**config.mk**
```make
export PLATFORM = sky130hd
export DESIGN_NAME = compact_index_varint_codec
export DESIGN_NICKNAME = d
export VERILOG_FILES = /design/src/cixv_pkg.sv /design/src/cixv_dp.sv /design/src/cixv_ctrl.sv /design/src/compact_index_varint_codec.sv
export SDC_FILE = /design/constraint.sdc
export NUM_CORES = 1
export LEC_CHECK = 0
export BUFFER_PORTS_ARGS = -buffer_cell sky130_fd_sc_hd__buf_2
export CORE_UTILIZATION = 50
export CTS_CLUSTER_SIZE = 10
export DETAILED_ROUTE_END_ITERATION = 8
export PLACE_DENSITY_LB_ADDON = 0.12
export SLEW_MARGIN = 20
export SYNTH_ARGS = -nofsm -noshare
export SYNTH_HDL_FRONTEND = slang
export SYNTH_SLANG_ARGS = --single-unit
```
**constraint.sdc**
```tcl
create_clock -name clk -period 4.6 [get_ports clk]
set_input_delay 0.46 -clock clk [delete_from_list [all_inputs] [get_ports clk]]
set_output_delay 0.46 -clock clk [all_outputs]
set_load 0.01 [all_outputs]
```
**src/cixv_pkg.sv**
```systemverilog
package cixv_pkg;

  localparam int BYTE_W     = 8;
  localparam int APB_ADDR_W = 3;
  localparam int APB_DATA_W = 32;
  localparam int POS_W      = 6;

  // register index, taken from paddr[2]
  localparam logic REG_DIRECTION = 1'b0;

  localparam logic DIR_DECODE = 1'b0;
  localparam logic DIR_ENCODE = 1'b1;

  localparam logic [POS_W-1:0] POS_FIRST = 6'd6;
  localparam logic [POS_W-1:0] POS_SAT   = 6'd63;
  localparam logic [POS_W:0]   POS_STEP  = 7'd7;

  typedef struct packed {
    logic take;
    logic step;
    logic load;
  } cmd_t;

  typedef struct packed {
    logic dec_final;
    logic enc_more;
    logic rem_more;
  } sts_t;

endpackage

```
**src/cixv_dp.sv**
```systemverilog
module cixv_dp #(
  parameter int VALUE_BITS = 32
) (
  input  logic                         clk,
  input  logic                         rst,
  input  logic                         direction,
  input  logic [cixv_pkg::BYTE_W-1:0]  in_byte,
  input  logic [VALUE_BITS-1:0]        in_value,
  input  cixv_pkg::cmd_t               cmd,
  output cixv_pkg::sts_t               sts,
  output logic                         is_value,
  output logic [cixv_pkg::BYTE_W-1:0]  out_byte,
  output logic [VALUE_BITS-1:0]        out_value,
  output logic                         last
);

  logic [VALUE_BITS-1:0]          acc;
  logic [cixv_pkg::POS_W-1:0]     bit_position;
  logic                           negative_flag;
  logic                           in_continuation;
  logic [VALUE_BITS-1:0]          rem;

  logic                           neg_in;
  logic [VALUE_BITS-1:0]          mag;
  logic [cixv_pkg::BYTE_W-1:0]    first_byte;
  logic [cixv_pkg::BYTE_W-1:0]    step_byte;
  logic [VALUE_BITS+6:0]          grp_shift;
  logic [VALUE_BITS-1:0]          acc_or;
  logic [cixv_pkg::POS_W:0]       pos_sum;
  logic [cixv_pkg::POS_W-1:0]     pos_next;
  logic [VALUE_BITS-1:0]          acc_new;
  logic                           neg_new;
  logic                           dec_final;
  logic [VALUE_BITS-1:0]          dec_value;

  // encode side
  assign neg_in       = in_value[VALUE_BITS-1];
  assign mag          = neg_in ? (~in_value + 1'b1) : in_value;
  assign sts.enc_more = |mag[VALUE_BITS-1:6];
  assign first_byte   = {neg_in, sts.enc_more, mag[5:0]};
  assign sts.rem_more = |rem[VALUE_BITS-1:7];
  assign step_byte    = {sts.rem_more, rem[6:0]};

  // decode side
  assign grp_shift = {{VALUE_BITS{1'b0}}, in_byte[6:0]} << bit_position;
  assign acc_or    = (bit_position != cixv_pkg::POS_SAT) ?
                     (acc | grp_shift[VALUE_BITS-1:0]) : acc;
  assign pos_sum   = {1'b0, bit_position} + cixv_pkg::POS_STEP;
  assign pos_next  = pos_sum[cixv_pkg::POS_W] ? cixv_pkg::POS_SAT
                                              : pos_sum[cixv_pkg::POS_W-1:0];

  always_comb begin
    if (!in_continuation) begin
      acc_new   = VALUE_BITS'(in_byte[5:0]);
      neg_new   = in_byte[7];
      dec_final = !in_byte[6];
    end else begin
      acc_new   = acc_or;
      neg_new   = negative_flag;
      dec_final = !in_byte[7];
    end
  end

  assign sts.dec_final = dec_final;
  assign dec_value     = neg_new ? (~acc_new + 1'b1) : acc_new;

  always_ff @(posedge clk) begin
    if (rst) begin
      acc             <= '0;
      bit_position    <= '0;
      negative_flag   <= 1'b0;
      in_continuation <= 1'b0;
    end else if (cmd.take && direction == cixv_pkg::DIR_DECODE) begin
      acc             <= acc_new;
      negative_flag   <= neg_new;
      bit_position    <= in_continuation ? pos_next : cixv_pkg::POS_FIRST;
      in_continuation <= !dec_final;
    end
  end

  always_ff @(posedge clk) begin
    if (cmd.step) begin
      rem <= rem >> 7;
    end else if (cmd.take && direction == cixv_pkg::DIR_ENCODE) begin
      rem <= mag >> 6;
    end
  end

  always_ff @(posedge clk) begin
    if (cmd.load) begin
      if (cmd.step) begin
        is_value  <= 1'b0;
        out_byte  <= step_byte;
        out_value <= '0;
        last      <= !sts.rem_more;
      end else if (direction == cixv_pkg::DIR_ENCODE) begin
        is_value  <= 1'b0;
        out_byte  <= first_byte;
        out_value <= '0;
        last      <= !sts.enc_more;
      end else begin
        is_value  <= 1'b1;
        out_byte  <= '0;
        out_value <= dec_value;
        last      <= 1'b1;
      end
    end
  end

endmodule

```
**src/cixv_ctrl.sv**
```systemverilog
module cixv_ctrl (
  input  logic           clk,
  input  logic           rst,
  input  logic           direction,
  input  logic           s_tvalid,
  output logic           s_tready,
  output logic           m_tvalid,
  input  logic           m_tready,
  input  cixv_pkg::sts_t sts,
  output cixv_pkg::cmd_t cmd
);

  localparam logic ST_IDLE = 1'b0;
  localparam logic ST_ENC  = 1'b1;

  logic state;
  logic state_next;
  logic m_tvalid_next;
  logic out_free;

  assign out_free = !m_tvalid || m_tready;
  assign s_tready = (state == ST_IDLE) && out_free;

  assign cmd.take = s_tvalid && s_tready;
  assign cmd.step = (state == ST_ENC) && out_free;
  assign cmd.load = (cmd.take && (direction == cixv_pkg::DIR_ENCODE || sts.dec_final))
                    || cmd.step;

  always_comb begin
    state_next = state;
    unique case (state)
      ST_IDLE: begin
        if (cmd.take && direction == cixv_pkg::DIR_ENCODE && sts.enc_more) begin
          state_next = ST_ENC;
        end
      end
      ST_ENC: begin
        if (cmd.step && !sts.rem_more) begin
          state_next = ST_IDLE;
        end
      end
      default: state_next = ST_IDLE;
    endcase
  end

  always_comb begin
    if (cmd.load) begin
      m_tvalid_next = 1'b1;
    end else if (out_free) begin
      m_tvalid_next = 1'b0;
    end else begin
      m_tvalid_next = m_tvalid;
    end
  end

  always_ff @(posedge clk) begin
    if (rst) begin
      state    <= ST_IDLE;
      m_tvalid <= 1'b0;
    end else begin
      state    <= state_next;
      m_tvalid <= m_tvalid_next;
    end
  end

  a_no_take_over_held_beat: assert property (@(posedge clk) disable iff (rst)
    s_tready |-> (!m_tvalid || m_tready))
    else $error("input taken while a result beat is held");

  a_enc_blocks_input: assert property (@(posedge clk) disable iff (rst)
    (state == ST_ENC) |-> !s_tready)
    else $error("input ready during an encode run");

  a_step_presents_beat: assert property (@(posedge clk) disable iff (rst)
    cmd.step |=> m_tvalid)
    else $error("encode step left no beat");

  a_run_ends: assert property (@(posedge clk) disable iff (rst)
    (cmd.step && !sts.rem_more) |=> (state == ST_IDLE))
    else $error("encode run did not end on its last byte");

endmodule

```
**src/compact_index_varint_codec.sv**
```systemverilog
// Compact index varint codec. With direction = 1 each signed input value becomes
// a run of 1 to 1 + ceil((VALUE_BITS - 6) / 7) bytes (5 at the default width),
// first byte {sign, continue, mag[5:0]}, later bytes {continue, 7 magnitude bits},
// tlast on the final byte. One byte leaves per cycle while m_tready is high,
// through a single output register; the next value is taken once the last byte
// of the run is loaded. With direction = 0 one byte is taken per cycle while the
// output register is free, and a decoded value (tuser high, tlast high) follows
// the byte without a continuation flag; magnitude bits beyond VALUE_BITS are
// dropped and negation wraps. Switching direction keeps a partly decoded value.
module compact_index_varint_codec #(
  parameter int VALUE_BITS = 32
) (
  input  logic                                   clk,
  input  logic                                   rst,
  // APB
  input  logic                                   psel,
  input  logic                                   penable,
  input  logic                                   pwrite,
  input  logic [cixv_pkg::APB_ADDR_W-1:0]        paddr,
  input  logic [cixv_pkg::APB_DATA_W-1:0]        pwdata,
  output logic [cixv_pkg::APB_DATA_W-1:0]        prdata,
  output logic                                   pready,
  // input stream
  input  logic                                   s_tvalid,
  output logic                                   s_tready,
  input  logic [((8+VALUE_BITS+7)/8)*8-1:0]      s_tdata, // in_byte, in_value
  // output stream
  output logic                                   m_tvalid,
  input  logic                                   m_tready,
  output logic [((8+VALUE_BITS+7)/8)*8-1:0]      m_tdata, // out_byte, out_value
  output logic                                   m_tuser, // is_value
  output logic                                   m_tlast
);

  localparam int TDATA_W = ((8 + VALUE_BITS + 7) / 8) * 8;

  logic                          direction;
  logic                          cfg_write;
  cixv_pkg::cmd_t                cmd;
  cixv_pkg::sts_t                sts;
  logic [cixv_pkg::BYTE_W-1:0]   out_byte;
  logic [VALUE_BITS-1:0]         out_value;

  assign pready    = 1'b1;
  assign cfg_write = psel && penable && pwrite && pready &&
                     (paddr[2] == cixv_pkg::REG_DIRECTION);
  assign prdata    = (paddr[2] == cixv_pkg::REG_DIRECTION) ?
                     cixv_pkg::APB_DATA_W'(direction) : '0;

  always_ff @(posedge clk) begin
    if (rst) begin
      direction <= cixv_pkg::DIR_DECODE;
    end else if (cfg_write) begin
      direction <= pwdata[0];
    end
  end

  cixv_ctrl u_ctrl (
    .clk       (clk),
    .rst       (rst),
    .direction (direction),
    .s_tvalid  (s_tvalid),
    .s_tready  (s_tready),
    .m_tvalid  (m_tvalid),
    .m_tready  (m_tready),
    .sts       (sts),
    .cmd       (cmd)
  );

  cixv_dp #(
    .VALUE_BITS (VALUE_BITS)
  ) u_dp (
    .clk       (clk),
    .rst       (rst),
    .direction (direction),
    .in_byte   (s_tdata[cixv_pkg::BYTE_W-1:0]),
    .in_value  (s_tdata[cixv_pkg::BYTE_W +: VALUE_BITS]),
    .cmd       (cmd),
    .sts       (sts),
    .is_value  (m_tuser),
    .out_byte  (out_byte),
    .out_value (out_value),
    .last      (m_tlast)
  );

  assign m_tdata = TDATA_W'({out_value, out_byte});

endmodule

```
; ---- After elaboration in Yosys (flattened, before gate mapping)
; Cells that the tools add are included.
[word_totals]
input_bits = 82
wordCells = 71
register_bits = 111
output_inout_bits = 77
[classes]
eq_ne = 1
mux = 21
reduce_logical = 25
shifts = 1
n_addsub = 3
n_bitwise = 6
[ops]
columns = cell, count
row1 = 2-to-1 mux 32 bit, 4
row2 = "adder 32 x 1 -> 32 bit, second input constant", 2
row3 = inverter 32 bit, 2
row4 = OR 32 bit, 1
row5 = << shifter 7 x 6 -> 32 bit, 1
row6 = OR reduction 26 bit, 1
row7 = 2-to-1 mux 25 bit, 1
row8 = 2-to-1 mux 19 bit, 1
row9 = OR reduction 19 bit, 1
row10 = 2-to-1 mux 8 bit, 2
row11 = 2-to-1 mux 6 bit, 2
row12 = logical AND 1 bit, 11
row13 = 2-to-1 mux 1 bit, 10
row14 = "adder 6 x 3 -> 7 bit, second input constant", 1
row15 = logical NOT 1 bit, 6
row16 = "!= test 6 bit, second input constant", 1
row17 = nonzero test 2 bit, 2
row18 = logical OR 1 bit, 3
row19 = inverter 1 bit, 3
row20 = one-hot mux 1 bit (2 select lines), 1
row21 = OR reduction 2 bit, 1

; ---- Longest topological paths before layout
[depth]
ltp_word = 8
mapped_depth = 12
depth_no_buf = 9

; ---- Modules after synthesis
; A second synthesis with hierarchy kept.
[unflattened]
cells_unflattened = 899
area_unflattened_um2 = 7857.5
[by_module_without_submodules]
columns = module, cells_each, instances, seq_area_each_um2, area_each_um2
row1 = cixv_dp, 844, 1, 2832.7, 7419.6
row2 = compact_index_varint_codec, 40, 1, 20.0, 309.0
row3 = cixv_ctrl, 15, 1, 40.0, 128.9

; ---- Least setup slack after synthesis
; Ideal clock, no wire load.
[synth_path]
path_type = register to register
start = reg u_dp.in_continuation
end = reg u_dp.is_value (enable)
path_buffers = 5
setup_slack_ps = 1069
stages_incl_launch_ff = 9
arrival_ps = 2879
period_less_slack_ps = 3531
setup_ps = 651
required_ps = 3949
cell_sequence = dfxtp_1 > buf_2 > buf_1 > buf_1 > clkbuf_1 > clkbuf_1 > nor2_1 > o21ai_0 > nand3_1
[synth_lines]
columns = item, line_no
row1 = "start, declared", cixv_dp.sv:20  ; logic in_continuation;
row2 = "start signal, assigned", cixv_dp.sv:77  ; in_continuation <= !dec_final;
row3 = "end signal, assigned", cixv_dp.sv:92  ; is_value <= 1'b0;
row4 = "end signal, assigned", cixv_dp.sv:97  ; is_value <= 1'b0;
row5 = "end signal, assigned", cixv_dp.sv:102  ; is_value <= 1'b1;
row6 = "end, declared", cixv_dp.sv:11  ; output logic is_value,

; ---- Worst setup path after layout
[layout_path]
start = reg u_dp.bit_position[1] (netlist name)
end = reg u_dp.out_value[31] (data pin)
[layout_between]
elab_chain_len = 7
word_cells_on_any_way = 8
classes_between = add/sub (1) / eq/ne (1) / shift (1) / mux (3) / bitwise (2)
[layout_rtl]
columns = item, line_no
row1 = "start, declared", cixv_dp.sv:18  ; logic [cixv_pkg::POS_W-1:0] bit_position;
row2 = "start signal, assigned", cixv_dp.sv:76  ; bit_position <= in_continuation ? pos_next : cixv_pkg::POS_FIRST;
row3 = << shifter 7 x 6 -> 32 bit, cixv_dp.sv:45  ; assign grp_shift = {{VALUE_BITS{1'b0}}, in_byte[6:0]} << bit_position;
row4 = OR 32 bit, cixv_dp.sv:47  ; (acc | grp_shift[VALUE_BITS-1:0]) : acc;
row5 = 2-to-1 mux 32 bit *, cixv_dp.sv:46  ; assign acc_or = (bit_position != cixv_pkg::POS_SAT) ?
row6 = 2-to-1 mux 32 bit *, cixv_dp.sv:53  ; if (!in_continuation) begin
row7 = inverter 32 bit, cixv_dp.sv:65  ; assign dec_value = neg_new ? (~acc_new + 1'b1) : acc_new;
row8 = adder 32 x 1 -> 32 bit, cixv_dp.sv:65
row9 = 2-to-1 mux 32 bit *, cixv_dp.sv:65
row10 = "end signal, assigned", cixv_dp.sv:104  ; out_value <= dec_value;
row11 = "end, declared", cixv_dp.sv:13  ; output logic [VALUE_BITS-1:0] out_value,
; Mark *: on every way between the ends. The rest lies on a longest branch, timed or not.
; A chain may end at the register's enable or synchronous reset.

==> flow_metrics.py <==
metrics = {
    "run_status": {
        "status": "complete, no violations",
    },
    "synth": {
        "syn_area_mm2": 0.007523,
        "yosysTopAreaCell": "edfxtp_1",
        "avgSynthCellArea_um2": 8.434,
        "synth_compound_area_share_pct": 21.12,
        "muxShareOfSynthArea_pct": 3.509,
        "ys_warn_count": 0,
        "synth_area_leaders": "edfxtp_1 (27%), dfxtp_1 (12%), nor2_1 (7.1%)",
        "synth_cells": 892,
        "synth_enable_flop_cells": 67,
        "synth_seq_cells": 111,
        "synth-simple-area-share_pct": 23.67,
        "seq_area_frac_synth_pct": 38.45,
        "synth_xor_xnor_area_share_pct": 5.937,
        "synthTopCellsByCount": "nor2_1 (142), nand2_1 (81), a21oi_1 (70)",
        "synth_top_family_by_area": "simple AND/OR/NAND/NOR gates",
        "synth_cell_types": 83,
        "synth-async-reset-ratio_pct": 0,
        "synth_fa_ha_area_share_pct": 0.4989,
        "synth_top_area_share_pct": 26.74,
        "synth_ff_type": "edfxtp_1",
        "yosys.cell_count.top_type": "nor2_1",
    },
    "power": {
        "netSwitchingFraction_pct": 30.46,
        "power_frac_clock_pct": 31.1,
        "internal_power_mw": 1.702,
        "pwr-share-seq_pct": 47.2,
        "peakVddDrop_mv": 0.1996,
        "power_leakage_nw": 3.121,
        "combPwrFrac_pct": 21.6,
        "powerDensity_mw_per_mm2": 294.8,
        "power_switching_mw": 0.7454,
    },
    "hold_path": {
        "hold_depth": 3,
        "hp-start": "pwdata[0]",
        "min_to": "direction",
        "hold_class": "in2reg",
    },
    "layout": {
        "multi_input_area_mm2": 0.004250,
        "finalInstanceArea_mm2": 0.008300,
        "nets": 1043,
        "fillers": 1396,
        "antenna_cells": 0,
        "seq_area_mm2": 0.002893,
        "area_delta_synth_final_pct": 10.33,
        "drive_above_1_share_pct": 16.20,
    },
    "timing": {
        "drv_slew": 0,
        "setup_viol": 0,
        "tightest_slew_ns": 1.087,
        "fin_skew_ns": 0.01128,
        "setup_tns_ns": 0,
        "fin_crit_ns": 3.933,
        "rsz0062_at_grt": "no",
        "fmax_mhz": 254.2,
        "maxSlewHeadroom_pct": 27.53,
        "hold_viol": 0,
        "final.period_utilization_pct": 85.50,
    },
    "worst_setup_path": {
        "startpoint": "u_dp.bit_position[1]",
        "cp_cell_sequence": "mux2i_2, mux4_2, a21oi_1, or3_1, o41ai_2, nand3_1, or3_1, nand3_1",
        "max_stage_delay_ns": 0.89,
        "critical_path.top_delay_family": "simple AND/OR/NAND/NOR gates",
        "rr_startpoint": "u_dp.bit_position[1]",
        "cp_slowest_cell": "dfxtp_1",
        "rrSetupSlack_ns": 0.67,
        "path_class": "reg2reg",
        "cp.arrival_ns": 4.16,
        "critPathBufInv": 0,
        "r2r_cells": 8,
        "cp.required_ns": 4.82,
        "endpoint_kind": "register",
        "worstReg2RegEnd": "u_dp.out_value[31]",
        "path_max_fanout": 17,
        "worst_setup_path_start_kind": "register",
    },
    "global_route": {
        "grt_max_degree": 44,
        "antenna_found_initial": 0,
        "grt_util_all_layers_pct": 25.46,
        "grt_pass1_vias": 5873,
        "grt_pass1_wl_um": 31620,
        "grt_overflow": 0,
    },
    "clocking": {
        "clk_pin_slew_ns": 0.07,
        "cts_tree": "built",
        "holdBufCountCts": 0,
        "cts_made_buffers": 9,
        "clockBufferDepth": 2,
        "h-tree-depth": 3,
        "worst_skew_pair.late_latency_ns": 0.37,
        "root_buffer": "clkbuf_16",
        "clock-sinks": 111,
        "cts_resized": 0,
        "post_cts_buffers": 0,
    },
    "place": {
        "gp_congestion": 0.9026,
        "io_buffers": 93,
        "place_hpwl_um": 13900,
        "place_area_mm2": 0.008015,
    },
    "routing": {
        "wl_per_cell_um": 16.97,
        "first_pass_iters": 5,
        "via_per_inst": 5.937,
        "ant_nets": 0,
        "finalWirelength_um": 19460,
        "first_iter_violations": 710,
        "drcViolationCount": 0,
        "via_count": 6810,
    },
    "die": {
        "core_mm2": 0.01459,
        "start_util_pct": 51.57,
        "die_w_um": 124.7,
        "io_pins": 159,
        "die_h_um": 124.7,
        "row_count": 44,
        "dieArea_mm2": 0.01554,
    },
    "run": {
        "maxCapViolCount": 0,
    },
}
## area by class of cell
type	instances	share of cell area [%]
Clock buffer	12	2.970
Multi-Input combinational cell	713	51.21
Timing Repair Buffer	112	7.326
Sequential cell	111	34.85
Inverter	11	0.4974
Clock inverter	4	0.3768
Tap cell	184	2.774
## cell usage in the layout (no fill, tap or decap), drive strengths merged, types with 10 or more instances in the layout
master | synthesis | routed
inv | 10 | 11
nand3 | 20 | 20
clkbuf | 38 | 12
edfxtp | 67 | 67
nor2 | 142 | 142
conb | 2 | 32
nand2 | 81 | 81
o41ai | 10 | 10
a21oi | 70 | 70
xor2 | 32 | 32
a31oi | 17 | 17
buf | 49 | 112
o21ai | 48 | 48
xnor2 | 19 | 19
a41oi | 10 | 10
or3 | 15 | 15
nor3 | 23 | 23
dfxtp | 44 | 44
nor4 | 13 | 13
mux2i | 14 | 14
nand2b | 15 | 15
## worst max-delay path by stage
stage / slack [ns] / to / depth (start not counted)
after CTS: 0.70 / u_dp.out_value[29] / 8
final: 0.67 / u_dp.out_value[31] / 8
after floorplan: 1.07 / u_dp.is_value / 8
after global routing: 0.38 / u_dp.out_value[29] / 8
after global placement: 0.76 / u_dp.out_value[29] / 8
after detailed placement: 0.72 / u_dp.out_value[29] / 8
## kinds of logic (layout without fill, tap and decap cells)
kind of cell             Yosys count  in the layout
AND/OR/NAND/NOR                  372            372
adder cells (fa/ha/maj)            3              3
other                              2             32
flip-flops                       111            111
buffers and inverters             98            139
XOR/XNOR                          51             51
multiplexers                      19             19
AO/OA/AOI/OAI                    236            236
## tightest hold or removal path: stages
cell	delay [ns]
buf_2	0.07
mux2i_1	0.07
nor2_1	0.08
## per-layer routing
metal  vias to the layer above  routed length, µm  part of all wire (%)  global-route usage [%]
li1                       3340                  -                     -                       -
met1                      3170               9613                    49                   39.31
met2                       279               8228                    42                   36.20
met3                        21               1334                   6.9                   3.308
met4                         0                288                   1.5                   8.575
met5                         -                  0                     0                       0
## state kept, by name, indices dropped and copies added (netlist names)
register	cells
u_dp.acc	32
u_dp.out_value	32
u_dp.rem	26
u_dp.out_byte	8
u_dp.bit_position	6
direction	1
u_ctrl.m_tvalid	1
u_ctrl.state	1
u_dp.in_continuation	1
u_dp.is_value	1
u_dp.last	1
u_dp.negative_flag	1
## metrics by stage
stage	worst slack, ns	hold WS (ns)	utilization, %	power (mW)	std cells
2_1_floorplan	1.069	0.4310	-	1.556	922
3_3_place_gp	0.7571	0.4417	54.94	1.695	1131
3_5_place_dp	0.7189	0.4466	54.94	1.701	1131
4_1_cts	0.7046	0.3697	56.84	2.449	1147
5_1_grt	0.3804	0.4074	56.90	2.557	1147
6_report	0.6668	0.3636	56.90	2.447	1147
## power by group through the flow
stage / clock (mW) / sequential, mW / combinational (mW)
after floorplan: 0 / 1.18 / 0.380
after global placement: 0 / 1.18 / 0.518
after detailed placement: 0 / 1.18 / 0.522
after CTS: 0.768 / 1.16 / 0.524
after global routing: 0.811 / 1.16 / 0.585
final: 0.762 / 1.16 / 0.529
Note: power is estimated with default switching activity, not from simulation.
